--- src/sv/pqs_pkg.sv ---
// Shared types and codes for the process queue scheduler.
`timescale 1ns / 1ps

package pqs_pkg;

    localparam int SLOT_W     = 4;
    localparam int PROC_SLOTS = 1 << SLOT_W;
    localparam int NUM_QUEUES = 3;

    typedef logic [SLOT_W-1:0] t_slot;
    typedef logic [1:0]        t_qid;
    typedef logic [1:0]        t_op;
    typedef logic [1:0]        t_status;

    localparam t_op OP_ADD    = 2'd0;
    localparam t_op OP_REMOVE = 2'd1;
    localparam t_op OP_TAKE   = 2'd2;
    localparam t_op OP_PICK   = 2'd3;

    localparam t_qid Q_READY = 2'd0;
    localparam t_qid Q_RECV  = 2'd1;
    localparam t_qid Q_SLEEP = 2'd2;
    localparam t_qid Q_NONE  = 2'd3;

    localparam t_status ST_DONE  = 2'd0;
    localparam t_status ST_EMPTY = 2'd1;
    localparam t_status ST_ERR   = 2'd2;

    typedef struct packed {
        t_status status;
        t_slot   slot_out;
        logic    recv_failed;
    } t_result;

endpackage

--- src/sv/pqs_link_ram.sv ---
// Simple dual-port link memory with a registered read.
`timescale 1ns / 1ps

module pqs_link_ram #(
    parameter int DW    = 4,
    parameter int DEPTH = 16,
    parameter int AW    = $clog2(DEPTH)
) (
    input  logic          i_clk,
    input  logic          i_we,
    input  logic [AW-1:0] i_waddr,
    input  logic [DW-1:0] i_wdata,
    input  logic [AW-1:0] i_raddr,
    output logic [DW-1:0] o_rdata
);

    logic [DW-1:0] r_mem [DEPTH];
    logic [DW-1:0] r_rdata;

    always_ff @(posedge i_clk) begin
        if (i_we) begin
            r_mem[i_waddr] <= i_wdata;
        end
        r_rdata <= r_mem[i_raddr];
    end

    assign o_rdata = r_rdata;

endmodule

--- src/sv/pqs_seq.sv ---
// Command sequencer: queue registers, membership tags and link memory updates.
`timescale 1ns / 1ps

module pqs_seq
    import pqs_pkg::*;
(
    input  logic    i_clk,
    input  logic    i_rst_n,
    input  logic    i_valid,
    input  t_op     i_opcode,
    input  t_qid    i_queue_id,
    input  t_slot   i_slot,
    input  t_slot   i_idle_slot,
    output logic    o_stall,
    output logic    o_res_valid,
    output t_result o_res,
    input  logic    i_res_ready
);

    typedef enum logic [2:0] {
        S_IDLE, S_POP_RD, S_POP_WB, S_PUSH_A, S_PUSH_B, S_UL_RD, S_UL_WB, S_OUT
    } t_state;

    typedef enum logic [2:0] {
        K_TAKE, K_REMOVE, K_PICK1, K_PICK2, K_PICKR
    } t_kind;

    t_state  r_state;
    t_kind   r_kind;
    t_qid    r_q;
    t_slot   r_s;
    t_slot   r_idle_h;
    t_status r_status;
    t_slot   r_sout;
    logic    r_failed;

    t_slot   r_head     [NUM_QUEUES];
    t_slot   r_tail     [NUM_QUEUES];
    logic    r_nonempty [NUM_QUEUES];
    t_qid    r_member   [PROC_SLOTS];

    logic    nx_we, pv_we;
    t_slot   nx_waddr, nx_wdata, pv_waddr, pv_wdata;
    t_slot   rd_addr, nx_rdata, pv_rdata;
    t_slot   w_pop_slot;
    logic    w_pop_last;
    logic    w_accept;

    assign w_accept   = i_valid && (r_state == S_IDLE);
    assign w_pop_slot = r_head[r_q];
    assign w_pop_last = (w_pop_slot == r_tail[r_q]);

    pqs_link_ram #(.DW(SLOT_W), .DEPTH(PROC_SLOTS)) u_next (
        .i_clk   (i_clk),
        .i_we    (nx_we),
        .i_waddr (nx_waddr),
        .i_wdata (nx_wdata),
        .i_raddr (rd_addr),
        .o_rdata (nx_rdata)
    );

    pqs_link_ram #(.DW(SLOT_W), .DEPTH(PROC_SLOTS)) u_prev (
        .i_clk   (i_clk),
        .i_we    (pv_we),
        .i_waddr (pv_waddr),
        .i_wdata (pv_wdata),
        .i_raddr (rd_addr),
        .o_rdata (pv_rdata)
    );

    // Link memory port control; reads and writes never share a cycle.
    always_comb begin
        nx_we    = 1'b0;
        nx_waddr = r_s;
        nx_wdata = r_s;
        pv_we    = 1'b0;
        pv_waddr = r_s;
        pv_wdata = r_s;
        rd_addr  = (r_state == S_POP_RD) ? r_head[r_q] : r_s;
        case (r_state)
            S_PUSH_A: begin
                // link old tail forward, new slot back
                nx_we    = r_nonempty[r_q];
                nx_waddr = r_tail[r_q];
                pv_we    = 1'b1;
                pv_wdata = r_nonempty[r_q] ? r_tail[r_q] : r_s;
            end
            S_PUSH_B: begin
                nx_we = 1'b1;
            end
            S_UL_WB: begin
                nx_we    = 1'b1;
                nx_waddr = pv_rdata;
                nx_wdata = (r_s == r_tail[r_q]) ? pv_rdata : nx_rdata;
                pv_we    = (r_s != r_tail[r_q]);
                pv_waddr = nx_rdata;
                pv_wdata = pv_rdata;
            end
            default: begin
            end
        endcase
    end

    always_ff @(posedge i_clk) begin
        if (!i_rst_n) begin
            r_state <= S_IDLE;
            for (int i = 0; i < NUM_QUEUES; i++) begin
                r_head[i]     <= '0;
                r_tail[i]     <= '0;
                r_nonempty[i] <= 1'b0;
            end
            for (int i = 0; i < PROC_SLOTS; i++) begin
                r_member[i] <= Q_NONE;
            end
        end else begin
            case (r_state)
                S_IDLE: begin
                    if (w_accept) begin
                        r_status <= ST_DONE;
                        r_sout   <= '0;
                        r_failed <= 1'b0;
                        r_q      <= i_queue_id;
                        r_s      <= i_slot;
                        if (i_opcode == OP_PICK) begin
                            r_q <= Q_READY;
                            if (!r_nonempty[Q_READY]) begin
                                r_status <= ST_EMPTY;
                                r_state  <= S_OUT;
                            end else begin
                                r_kind  <= K_PICK1;
                                r_state <= S_POP_RD;
                            end
                        end else if (i_queue_id == Q_NONE) begin
                            r_status <= ST_ERR;
                            r_state  <= S_OUT;
                        end else if (i_opcode == OP_TAKE) begin
                            if (!r_nonempty[i_queue_id]) begin
                                r_status <= ST_EMPTY;
                                r_state  <= S_OUT;
                            end else begin
                                r_kind  <= K_TAKE;
                                r_state <= S_POP_RD;
                            end
                        end else if (i_opcode == OP_ADD) begin
                            if (r_member[i_slot] != Q_NONE) begin
                                r_status <= ST_ERR;
                                r_state  <= S_OUT;
                            end else begin
                                r_state <= S_PUSH_A;
                            end
                        end else begin
                            if (r_member[i_slot] != i_queue_id) begin
                                r_status <= ST_ERR;
                                r_state  <= S_OUT;
                            end else if (i_slot == r_head[i_queue_id]) begin
                                r_kind  <= K_REMOVE;
                                r_state <= S_POP_RD;
                            end else begin
                                r_state <= S_UL_RD;
                            end
                        end
                    end
                end
                S_POP_RD: begin
                    r_state <= S_POP_WB;
                end
                S_POP_WB: begin
                    if (w_pop_last) begin
                        r_nonempty[r_q] <= 1'b0;
                        r_head[r_q]     <= '0;
                        r_tail[r_q]     <= '0;
                    end else begin
                        r_head[r_q] <= nx_rdata;
                    end
                    r_member[w_pop_slot] <= Q_NONE;
                    case (r_kind)
                        K_TAKE: begin
                            r_sout  <= w_pop_slot;
                            r_state <= S_OUT;
                        end
                        K_REMOVE: begin
                            r_state <= S_OUT;
                        end
                        K_PICK1: begin
                            if (w_pop_slot != i_idle_slot) begin
                                r_sout  <= w_pop_slot;
                                r_state <= S_OUT;
                            end else if (!w_pop_last) begin
                                // idle at head: take the next ready slot
                                r_idle_h <= w_pop_slot;
                                r_kind   <= K_PICK2;
                                r_state  <= S_POP_RD;
                            end else if (r_nonempty[Q_SLEEP] || !r_nonempty[Q_RECV]) begin
                                r_sout  <= w_pop_slot;
                                r_state <= S_OUT;
                            end else begin
                                r_idle_h <= w_pop_slot;
                                r_kind   <= K_PICKR;
                                r_q      <= Q_RECV;
                                r_state  <= S_POP_RD;
                            end
                        end
                        default: begin
                            // second pop of a pick: requeue idle at the ready tail
                            r_sout   <= w_pop_slot;
                            r_failed <= (r_kind == K_PICKR);
                            r_s      <= r_idle_h;
                            r_q      <= Q_READY;
                            r_state  <= S_PUSH_A;
                        end
                    endcase
                end
                S_PUSH_A: begin
                    r_state <= S_PUSH_B;
                end
                S_PUSH_B: begin
                    if (!r_nonempty[r_q]) begin
                        r_head[r_q]     <= r_s;
                        r_nonempty[r_q] <= 1'b1;
                    end
                    r_tail[r_q]   <= r_s;
                    r_member[r_s] <= r_q;
                    r_state       <= S_OUT;
                end
                S_UL_RD: begin
                    r_state <= S_UL_WB;
                end
                S_UL_WB: begin
                    if (r_s == r_tail[r_q]) begin
                        r_tail[r_q] <= pv_rdata;
                    end
                    r_member[r_s] <= Q_NONE;
                    r_state       <= S_OUT;
                end
                S_OUT: begin
                    if (i_res_ready) begin
                        r_state <= S_IDLE;
                    end
                end
                default: begin
                    r_state <= S_IDLE;
                end
            endcase
        end
    end

    assign o_stall              = (r_state != S_IDLE);
    assign o_res_valid          = (r_state == S_OUT);
    assign o_res.status         = r_status;
    assign o_res.slot_out       = r_sout;
    assign o_res.recv_failed    = r_failed;

endmodule

--- src/sv/process_queue_scheduler_core.sv ---
// Top level: configuration port, command sequencer and result register.
//
// Usage: one command beat enters on i_in_valid / o_in_stall (i_opcode,
// i_queue_id, i_slot) and yields exactly one result beat on o_out_valid /
// i_out_stall (o_status, o_slot_out, o_recv_failed). A beat moves at a
// rising edge where valid is high and stall is low.
// Each command is worked one at a time by a sequencer over the link
// memories (a read and a write port per memory, registered read): add
//   appends, remove pops or unlinks, take pops, pick pops once, or twice
//   and requeues idle; errors and empty answers go straight out.
// The result enters an output register; the next command is accepted
// as soon as the sequencer has handed its result over, even while that
// result waits on a stalled receiver. A stalled receiver holds the result
// register and, once the sequencer also has a result waiting, holds
// o_in_stall high.
// The idle slot is set through the APB register at address 0 (reset 0).
// Synchronous reset empties all three queues and clears every membership
// tag; link memory contents are not cleared and need no clearing pass.
`timescale 1ns / 1ps

module process_queue_scheduler_core
    import pqs_pkg::*;
(
    input  logic        i_clk,
    input  logic        i_rst_n,
    input  logic        psel,
    input  logic        penable,
    input  logic        pwrite,
    input  logic [2:0]  paddr,
    input  logic [31:0] pwdata,
    output logic [31:0] prdata,
    output logic        pready,
    input  logic        i_in_valid,
    output logic        o_in_stall,
    input  logic [1:0]  i_opcode,
    input  logic [1:0]  i_queue_id,
    input  logic [3:0]  i_slot,
    output logic        o_out_valid,
    input  logic        i_out_stall,
    output logic [1:0]  o_status,
    output logic [3:0]  o_slot_out,
    output logic        o_recv_failed
);

    t_slot   r_idle_slot;
    logic    r_out_valid;
    t_result r_out;
    logic    res_valid;
    logic    res_ready;
    t_result res;

    assign pready = 1'b1;

    always_ff @(posedge i_clk) begin
        if (!i_rst_n) begin
            r_idle_slot <= '0;
        end else if (psel && penable && pwrite && pready && !paddr[2]) begin
            r_idle_slot <= pwdata[SLOT_W-1:0];
        end
    end

    assign prdata = paddr[2] ? 32'd0 : {{(32-SLOT_W){1'b0}}, r_idle_slot};

    pqs_seq u_seq (
        .i_clk       (i_clk),
        .i_rst_n     (i_rst_n),
        .i_valid     (i_in_valid),
        .i_opcode    (i_opcode),
        .i_queue_id  (i_queue_id),
        .i_slot      (i_slot),
        .i_idle_slot (r_idle_slot),
        .o_stall     (o_in_stall),
        .o_res_valid (res_valid),
        .o_res       (res),
        .i_res_ready (res_ready)
    );

    assign res_ready = !r_out_valid || !i_out_stall;

    // Result register: load when empty or draining, hold while stalled.
    always_ff @(posedge i_clk) begin
        if (!i_rst_n) begin
            r_out_valid <= 1'b0;
        end else if (res_ready) begin
            r_out_valid <= res_valid;
        end
    end

    always_ff @(posedge i_clk) begin
        if (res_ready && res_valid) begin
            r_out <= res;
        end
    end

    assign o_out_valid   = r_out_valid;
    assign o_status      = r_out.status;
    assign o_slot_out    = r_out.slot_out;
    assign o_recv_failed = r_out.recv_failed;

`ifndef SYNTHESIS
    a_busy_after_accept: assert property (@(posedge i_clk) disable iff (!i_rst_n)
        (i_in_valid && !o_in_stall) |=> o_in_stall)
        else $error("sequencer took a second command beat back to back");

    a_no_slot_on_fail: assert property (@(posedge i_clk) disable iff (!i_rst_n)
        (o_out_valid && o_status != ST_DONE) |-> (o_slot_out == '0 && !o_recv_failed))
        else $error("error or empty result carries a slot");

    a_fail_is_done: assert property (@(posedge i_clk) disable iff (!i_rst_n)
        (o_out_valid && o_recv_failed) |-> (o_status == ST_DONE))
        else $error("receive-any fail flag on a non-done result");
`endif

endmodule
--- config.mk ---
export PLATFORM = sky130hd
export DESIGN_NAME = process_queue_scheduler_core
export DESIGN_NICKNAME = d
export VERILOG_FILES = /design/src/sv/pqs_pkg.sv /design/src/sv/pqs_link_ram.sv /design/src/sv/pqs_seq.sv /design/src/sv/process_queue_scheduler_core.sv
export SDC_FILE = /design/constraint.sdc
export NUM_CORES = 1
export LEC_CHECK = 0
export ABC_CLOCK_PERIOD_IN_PS = 3150
export CORE_ASPECT_RATIO = 1.1
export CORE_MARGIN = 2
export CORE_UTILIZATION = 30
export DETAILED_ROUTE_END_ITERATION = 12
export DONT_BUFFER_PORTS = 1
export GPL_ROUTABILITY_DRIVEN = 1
export GPL_TIMING_DRIVEN = 1
export PLACE_DENSITY = 0.52
export SETUP_SLACK_MARGIN = 0.2
export SLEW_MARGIN = 20
export SYNTH_ARGS = -nofsm -noshare
export SYNTH_HDL_FRONTEND = slang
export SYNTH_SLANG_ARGS = --single-unit
--- constraint.sdc ---
create_clock -name i_clk -period 3.15 [get_ports i_clk]
set_input_delay 0.63 -clock i_clk [delete_from_list [all_inputs] [get_ports i_clk]]
set_output_delay 0.63 -clock i_clk [all_outputs]
set_load 0.01 [all_outputs]
==> flow_metrics.tcl, run 1 <==
set metrics [dict create \
    root_buffer "clkbuf_16" \
    drtIter0Drc 484 \
    period_share 0.910 \
    crit_arrival_ns 3.03 \
    area.growth.synth_to_final_pct 13.2 \
    first_pass_iters 5 \
    setup_tns_ns 0 \
    grt_pass1_wl_um 40500 \
    h-tree-depth 1 \
    dp_hpwl_um 17900 \
    finalCriticalPeriod_ns 2.87 \
    grt_max_degree 50 \
    peakVddDrop_mv 0.515 \
    synth_cells 896 \
    relSlewSlack 0.481 \
    clk_path_buf_depth 3 \
    antenna_found_initial 0 \
    grt_pass1_vias 7153 \
    n_antenna_cell 0 \
    chipHeight_um 210 \
    final_cell_count_no_fill 1429 \
    cap_violations 0 \
    synth_cell_type_count 59 \
    syn_avg_cell_area_um2 12.9 \
    gp_congestion 0.793 \
    setup_violations 0 \
    synth_flop_cell "edfxtp_1" \
    rows 75 \
    yosys_warnings 0 \
    clkTransAtPathRegs_ns 0.06 \
    status "finished clean" \
    fin_ws_ns 0.283 \
    nets 960 \
    synth_edf_count 220 \
    fp.dieArea_um2 40000 \
    p_leak_nw 4.57 \
    cts_tree "yes" \
    endpoint_kind "flip-flop" \
    synth-async-reset-ratio 0 \
    p_per_area_nw_per_um2 817 \
    start_kind "flip-flop" \
    drive_above_1_share 0.147 \
    antenna_left 0 \
    worstMarginPinSlew_ns 0.776 \
    hold_buffers 0 \
    layout_common_cells "220 x edfxtp_1, 99 x nand2_1, 89 x mux2i_1" \
    placedCellCount 1377 \
    drc 0 \
    ys_ff_latch 241 \
    dieWidth_um 191 \
    crit_type "flip-flop to flip-flop" \
    fin_skew_ns 0.0301 \
    vias 6959 \
    hold_ws_ns 0.229 \
    synthesis.area_um2 11500 \
    drv_slew 0 \
    wl_um 25900 \
    worst-path-max-fanout 9 \
    holdCritPathClass "primary input to flip-flop" \
    rsz0062_at_grt "yes" \
    ys_seq_area_frac 0.610 \
    post-route-util 0.343 \
    core-area_um2 38000 \
    post-place-ws_ns 0.235 \
    io_buffer_count 0 \
    final_common_cell "edfxtp_1" \
    clkLatencyLatePin_ns 0.53 \
    via_per_inst 4.87 \
    cts_buffers 25 \
    wl_per_cell_um 18.1 \
    grt_overflow 0 \
    ios 92 \
    cts_sinks 241 \
    grt_usage 0.130 \
    start_util 0.303 \
    hold_viol 0 \
    fmax_ghz 0.349 \
    crit_required_ns 3.31 \
]
logic make-up (layout without fill, tap and decap cells):
family | Yosys count | in the layout | share of synthesized area
flip-flops | 241 | 241 | 0.610
AO/OA/AOI/OAI | 102 | 102 | 0.0633
XOR/XNOR | 17 | 17 | 0.0136
multiplexers | 133 | 133 | 0.142
AND/OR/NAND/NOR | 306 | 306 | 0.126
buffers and inverters | 95 | 101 | 0.0443
other | 2 | 29 | 0.000652
synthesized netlist by cell type (all sizes together), types with 7 or more instances:
library cell | n | area [µm²]
a21oi | 13 | 65.1
a221o | 7 | 70.1
a22oi | 16 | 120
and2 | 16 | 100
buf | 46 | 327
clkbuf | 34 | 128
dfxtp | 21 | 420
edfxtp | 220 | 6610
inv | 15 | 56.3
mux2 | 21 | 236
mux2i | 91 | 911
mux4 | 21 | 488
nand2 | 99 | 372
nand2b | 16 | 100
nand3 | 31 | 155
nor2 | 85 | 319
nor2b | 13 | 81.3
nor3 | 9 | 45.0
o211ai | 21 | 158
o21ai | 14 | 70.1
xnor2 | 9 | 78.8
xor2 | 8 | 77.6
layout make-up:
cell class	count	area, µm²
repair buffers	40	338
fillers	3756	25000
clock buffers	37	721
well taps	500	626
inverters	15	56.3
flip-flops and latches	241	7030
clock inverters	9	129
multi-input cells	587	4140
critical path, stage by stage (launching register included):
cell and delay [ns]:
dfxtp_1 0.36, buf_12 0.16, mux4_1 0.68, a221o_1 0.41, or3_1 0.51, nor2_1 0.37
final timing paths:
path                                    start  slack (ns)                                   to  depth (start not counted)
setup / recovery                    flip-flop        0.28  u_seq.u_next.r_mem[13][3]$_DFFE_PP_                          5
hold / removal                        i_rst_n        0.23          r_idle_slot[3]$_SDFFE_PN0P_                          1
setup reg to reg                    flip-flop        0.28  u_seq.u_next.r_mem[13][3]$_DFFE_PP_                          5
hold reg to reg   u_seq.r_status[0]$_DFFE_PP_        0.42                o_status[0]$_DFFE_PP_                          0
flip-flops by register name, indices dropped and copies added, names as in the netlist, 16 cells and up, named ones only:
register            flops
u_seq.r_head           16
u_seq.r_member         32
u_seq.r_tail           16
u_seq.u_next.r_mem     64
u_seq.u_prev.r_mem     64
metrics by stage:
stage | total power, mW | instance area, µm²
floorplan | 6.52 | 11600
global placement | 7.61 | 12100
detailed placement | 7.63 | 12100
CTS | 10.7 | 13000
global route | 11.2 | 13000
finish | 10.7 | 13000
repair_timing:
| action | CTS | global route |
|---|---|---|
| endpoints found under the setup margin | 0 | 72 |
| buffers inserted | 0 | 6 |
| gates resized for setup | 0 | 8 |
routing by layer:
| metal | GRT usage | up-vias | share of wire |
|---|---|---|---|
| li1 | - | 3307 | - |
| met1 | 0.168 | 3444 | 0.43 |
| met2 | 0.225 | 159 | 0.50 |
| met3 | 0.0199 | 49 | 0.046 |
| met4 | 0.0398 | 0 | 0.022 |
| met5 | 0 | - | 0 |
power by group:
group          total [mW]  switching (mW)  internal [mW]
clock network        3.02            1.19           1.83
logic                3.33            2.06           1.27
registers            4.30           0.264           4.04
Power figures use the tool's default switching activity.
==> run 2: changes to the inputs <==
--- a/config.mk
+++ b/config.mk
@@ -5,6 +5,7 @@
 export SDC_FILE = /design/constraint.sdc
 export NUM_CORES = 1
 export LEC_CHECK = 0
+export ABC_AREA = 1
 export ABC_CLOCK_PERIOD_IN_PS = 3150
 export CORE_ASPECT_RATIO = 1.1
 export CORE_MARGIN = 2
==> run 2 against run 1 <==
Compared with the run above:
- area after synthesis is 4.0% higher
- register-to-register slack better by 0.15 ns
- highest routed layer unchanged
- sequential share of layout area is 1.6 points lower
- clock skew is 0.014 ns lower
- combinational power is 6.6% higher
- largest power group unchanged
- total power is 1.8% higher
- clock-buffer cell count stayed put
- worst hold slack better by 0.0090 ns
- largest cell class unchanged
==> flow_metrics.tcl, run 2 <==
set metrics [dict create \
    drtIter0Drc 632 \
    crit_type "flip-flop to flip-flop" \
    p_per_area_nw_per_um2 808 \
    drv_slew 0 \
    yosys_warnings 0 \
    first_pass_iters 7 \
    yosysTopAreaCellShare 0.551 \
    grt_pass1_wl_um 46400 \
    h-tree-depth 1 \
    via_per_inst 4.67 \
    drc 0 \
    ys_ff_latch 241 \
    worstMarginPinSlew_ns 0.894 \
    setup_tns_ns 0 \
    grt_usage 0.144 \
    crit_required_ns 3.35 \
    synth-async-reset-ratio 0 \
    antenna_found_initial 0 \
    antenna_left 0 \
    yosys-top-cells-count "346 x nand2_1, 220 x edfxtp_1, 168 x inv_1, 120 x nor2_1, 116 x nand3_1" \
    clkTransAtPathRegs_ns 0.06 \
    power_mw 10.8 \
    status "finished clean" \
    hold_buffers 0 \
    core-area_um2 39300 \
    worst-path-max-fanout 8 \
    clkLatencyLatePin_ns 0.55 \
    grt_max_degree 77 \
    fill_cells 4021 \
    peakVddDrop_mv 0.455 \
    slowest_delay_ns 0.48 \
    hold_viol 0 \
    fmax_ghz 0.369 \
    io_buffer_count 0 \
    vias 8626 \
    start_util 0.305 \
    gp_congestion 0.851 \
    yosys-top-cells-area "edfxtp_1 55%, nand2_1 11%, inv_1 5.3%" \
    synth_edf_count 220 \
    nets 1368 \
    dp_hpwl_um 21100 \
    area.growth.synth_to_final_pct 12.1 \
    fin_skew_ns 0.0164 \
    ios 92 \
    rsz0062_at_grt "yes" \
    fp.dieArea_um2 41600 \
    holdCritPathClass "primary input to flip-flop" \
    period_share 0.861 \
    synth_cells 1304 \
    cts_sinks 241 \
    n_antenna_cell 0 \
    grt_overflow 0 \
    final_cell_count_no_fill 1846 \
    wl_um 29900 \
    root_buffer "clkbuf_16" \
    drive_above_1_share 0.105 \
    slowest_stage "dfxtp_1" \
    syn_avg_cell_area_um2 9.19 \
    final_common_cell "nand2_1" \
    rows 76 \
    setup_violations 0 \
    cts_buffers 28 \
    post_dp_cell_area_um2 12500 \
    grt_pass1_vias 8339 \
    endpoint_kind "flip-flop" \
    crit_arrival_ns 2.92 \
    chipHeight_um 214 \
    largestRegisters "u_seq.u_next.r_mem (64), u_seq.u_prev.r_mem (64), u_seq.r_member (32)" \
    cts_resized 0 \
    final_area_um2 13400 \
    ff2ff_setup_slack_ns 0.44 \
    synth_top_area_cell "edfxtp_1" \
    synthesis.area_um2 12000 \
    relSlewSlack 0.400 \
    placedCellCount 1795 \
    clk_path_buf_depth 3 \
    start_kind "flip-flop" \
    p_leak_nw 5.28 \
    finalCriticalPeriod_ns 2.71 \
    path_common_cell "inv_2" \
    cts_setup_buffers 0 \
    path_cells "inv_2, nor2_2, inv_2, nand2_1, o21ai_1, a21oi_1, nand3_1, nor2_1" \
    wl_per_cell_um 16.2 \
    ys_seq_area_frac 0.586 \
    synth.most_common_cell "nand2_1" \
    synth_cell_type_count 39 \
    cap_violations 0 \
    layout_common_cells "346 x nand2_1, 220 x edfxtp_1, 168 x inv_1" \
    cts_tree "yes" \
    dieWidth_um 195 \
    synth_flop_cell "edfxtp_1" \
]
run 2: cell types whose count changed in the layout (fill, tap and decap cells not counted), moves of 21 or more:
| cell | change |
|---|---|
| inv_1 | +153 |
| inv_2 | +24 |
| o211ai_1 | +44 |
| mux2i_1 | -89 |
| nand3_1 | +85 |
| mux2_2 | -21 |
| nor2_1 | +40 |
| o21ai_0 | +21 |
| nand2_1 | +247 |
run 2: critical path, delay by kind of cell (launching register included):
family                 cells  cell delay [ns]
AOI/OAI and AO/OA          2             0.44
and+or+nand+nor            4             1.15
DFF                        1             0.48
buffers and inverters      2             0.29
run 2: power breakdown:
part	leakage [nW]	switching, mW	internal (mW)
registers	2.13	0.134	3.98
clock network	0.437	1.28	1.90
logic	2.72	2.57	0.977
total	5.28	3.99	6.86
run 2: cell type report:
cell class                 count  area [µm²]  area share
clock buffer                  37         744      0.0554
clock inverter                14         154      0.0115
inverter                     194         731      0.0544
multi-input combinational    823        3890       0.290
sequential                   241        7030       0.523
tap                          507         634      0.0472
timing repair buffer          30         250      0.0186
run 2: worst paths after layout:
kind                                               startpoint                                  end  cells past startpoint
worst min-delay path                                  i_rst_n          r_idle_slot[2]$_SDFFE_PN0P_                      2
worst min register to register    u_seq.r_status[0]$_DFFE_PP_                o_status[0]$_DFFE_PP_                      0
worst max register to register  u_seq.r_state[1]$_SDFFE_PN0P_  u_seq.u_next.r_mem[12][0]$_DFFE_PP_                      8
worst max-delay path            u_seq.r_state[1]$_SDFFE_PN0P_  u_seq.u_next.r_mem[12][0]$_DFFE_PP_                      8
run 2: per-layer routing:
metal	wire (µm)	global-route usage
met4	855	0.0459
met2	14400	0.251
met3	1370	0.0206
met1	13300	0.185
met5	0	0
run 2: kinds of logic (layout without fill, tap and decap cells):
| logic type | Yosys count | in the layout | share of synthesized area |
|---|---|---|---|
| buf+inv | 267 | 275 | 0.0991 |
| other cells | 2 | 29 | 0.000627 |
| simple gates | 624 | 624 | 0.223 |
| flops | 241 | 241 | 0.586 |
| xor+xnor | 3 | 3 | 0.00219 |
| compound gates | 167 | 167 | 0.0889 |
run 2: through the flow:
step,hold slack (ns),util,setup slack (ns)
detailed placement,0.409,0.319,0.342
CTS,0.213,0.342,0.340
global placement,0.404,0.319,0.418
global route,0.235,0.342,0.195
floorplan,0.400,-,0.392
finish,0.238,0.342,0.437
==> run 3: changes to the inputs <==
--- a/config.mk
+++ b/config.mk
@@ -15,6 +15,7 @@
 export GPL_ROUTABILITY_DRIVEN = 1
 export GPL_TIMING_DRIVEN = 1
 export PLACE_DENSITY = 0.52
+export RECOVER_POWER = 25
 export SETUP_SLACK_MARGIN = 0.2
 export SLEW_MARGIN = 20
 export SYNTH_ARGS = -nofsm -noshare
==> run 3 against run 2 <==
Compared with the run above:
- total power is 0.60% lower
- critical path depth stayed put
- clock-buffer cell count stayed put
- cell area is 0.52% lower
- fmax is 2.2% lower
- register-to-register slack worse by 0.06 ns
- sequential cell count stayed put
- clock power hardly changed
- first-iteration DRC count is 4.3% lower
- largest power group unchanged
- highest routed layer unchanged
==> flow_metrics.tcl, run 3 (same netlist as run 2, synthesis figures left out) <==
set metrics [dict create \
    h-tree-depth 1 \
    drtIter0Drc 605 \
    ios 92 \
    dieWidth_um 195 \
    gp_congestion 0.851 \
    cp.buffers_inverters 2 \
    relSlewSlack 0.387 \
    chipHeight_um 214 \
    holdCritPathClass "primary input to flip-flop" \
    crit_type "flip-flop to flip-flop" \
    cts_setup_buffers 0 \
    cts_resized 0 \
    wl_per_cell_um 16.2 \
    slowest_delay_ns 0.48 \
    crit_arrival_ns 2.98 \
    endpoint_kind "flip-flop" \
    drc 0 \
    rsz0062_at_grt "yes" \
    start_util 0.305 \
    vias 8643 \
    via_per_inst 4.68 \
    post-route-util 0.340 \
    p_leak_nw 5.24 \
    cts_tree "yes" \
    slowest_stage "dfxtp_1" \
    reg2reg_depth 8 \
    crit_cells 8 \
    root_buffer "clkbuf_16" \
    hold_viol 0 \
    largestRegisters "u_seq.u_next.r_mem (64), u_seq.u_prev.r_mem (64), u_seq.r_member (32)" \
    grt_pass1_wl_um 46400 \
    area.growth.synth_to_final_pct 11.5 \
    cap_violations 0 \
    fmax_ghz 0.360 \
    drive_above_1_share 0.0911 \
    nets 1368 \
    grt_pass1_vias 8339 \
    fp.dieArea_um2 41600 \
    wl_um 29900 \
    worst-path-max-fanout 8 \
    peakVddDrop_mv 0.465 \
    critPathCapture "u_seq.u_next.r_mem[12][0]$_DFFE_PP_" \
    r2r-end "u_seq.u_next.r_mem[12][0]$_DFFE_PP_" \
    layout_common_cells "350 x nand2_1, 220 x edfxtp_1, 171 x inv_1" \
    p_per_area_nw_per_um2 807 \
    setup_tns_ns 0 \
    grt_max_degree 77 \
    drv_slew 0 \
    worstMarginPinSlew_ns 0.920 \
    antenna_found_initial 0 \
    crit_family "simple AND/OR/NAND/NOR gates" \
    clk_path_buf_depth 3 \
    path_cells "inv_2, nor2_2, inv_1, nand2_1, o21ai_1, a21oi_1, nand3_1, nor2_1" \
    antenna_left 0 \
    setup_violations 0 \
    ff2ff_setup_slack_ns 0.37 \
    first_pass_iters 5 \
    grt_overflow 0 \
    crit-reg2reg-launch "u_seq.r_state[1]$_SDFFE_PN0P_" \
    n_antenna_cell 0 \
    status "finished clean" \
    rows 76 \
    grt_usage 0.144 \
    hold_ws_ns 0.237 \
    startpoint "u_seq.r_state[1]$_SDFFE_PN0P_" \
    hold_buffers 0 \
    start_kind "flip-flop" \
    io_buffer_count 0 \
    cts_sinks 241 \
    fin_skew_ns 0.0134 \
    finalCriticalPeriod_ns 2.78 \
    core-area_um2 39300 \
    final_common_cell "nand2_1" \
    period_share 0.881 \
    dp_hpwl_um 21100 \
    cts_buffers 28 \
    clkTransAtPathRegs_ns 0.06 \
    clkLatencyLatePin_ns 0.55 \
    crit_required_ns 3.35 \
]
==> run 3: per-stage QoR <==
stage | cell area [µm²] | cells | total power, mW | worst slack (ns)
2_1_floorplan | 12100 | 1331 | 6.61 | 0.392
5_1_grt | 13400 | 1846 | 11.4 | 0.138
4_1_cts | 13400 | 1846 | 11.0 | 0.340
6_report | 13400 | 1846 | 10.8 | 0.375
3_5_place_dp | 12500 | 1795 | 7.76 | 0.342
3_3_place_gp | 12500 | 1795 | 7.72 | 0.418
==> run 3: worst reg2reg max path, cell delays in order (launching register included) <==
cell     delay, ns
dfxtp_1       0.48
inv_2         0.13
nor2_2        0.32
inv_1         0.23
nand2_1       0.18
o21ai_1       0.09
a21oi_1       0.35
nand3_1       0.25
nor2_1        0.40
==> run 3: cell type report <==
| type | instances | area [µm²] |
|---|---|---|
| clock buffers | 37 | 744 |
| clock inverters | 14 | 154 |
| fillers | 4031 | 25900 |
| inverters | 194 | 731 |
| multi-input cells | 823 | 3840 |
| flip-flops and latches | 241 | 7030 |
| well taps | 507 | 634 |
| repair buffers | 30 | 228 |
==> run 3: per-layer routing <==
metal  wire length (µm)  global-route usage
met1              13300               0.185
met5                  0                   0
met4                849              0.0459
met2              14300               0.251
met3               1410              0.0206
==> run 3: worst min-delay path by stage <==
stage                     slack [ns]  cells past startpoint                           from                          end
after floorplan                 0.40                      0   u_seq.r_failed$_SDFFCE_PN0P_      o_recv_failed$_DFFE_PP_
after global placement          0.40                      0  u_seq.r_sout[3]$_SDFFCE_PN0P_      o_slot_out[3]$_DFFE_PP_
after detailed placement        0.41                      0    u_seq.r_status[0]$_DFFE_PP_        o_status[0]$_DFFE_PP_
after CTS                       0.21                      2                        i_rst_n  r_idle_slot[2]$_SDFFE_PN0P_
after global routing            0.23                      2                        i_rst_n  r_idle_slot[3]$_SDFFE_PN0P_
final                           0.24                      2                        i_rst_n  r_idle_slot[2]$_SDFFE_PN0P_
==> run 3: report_power, final <==
group / leakage (nW) / switching, mW / internal, mW
Combinational: 2.68 / 2.55 / 0.942
Sequential: 2.13 / 0.133 / 3.99
Clock: 0.437 / 1.27 / 1.90
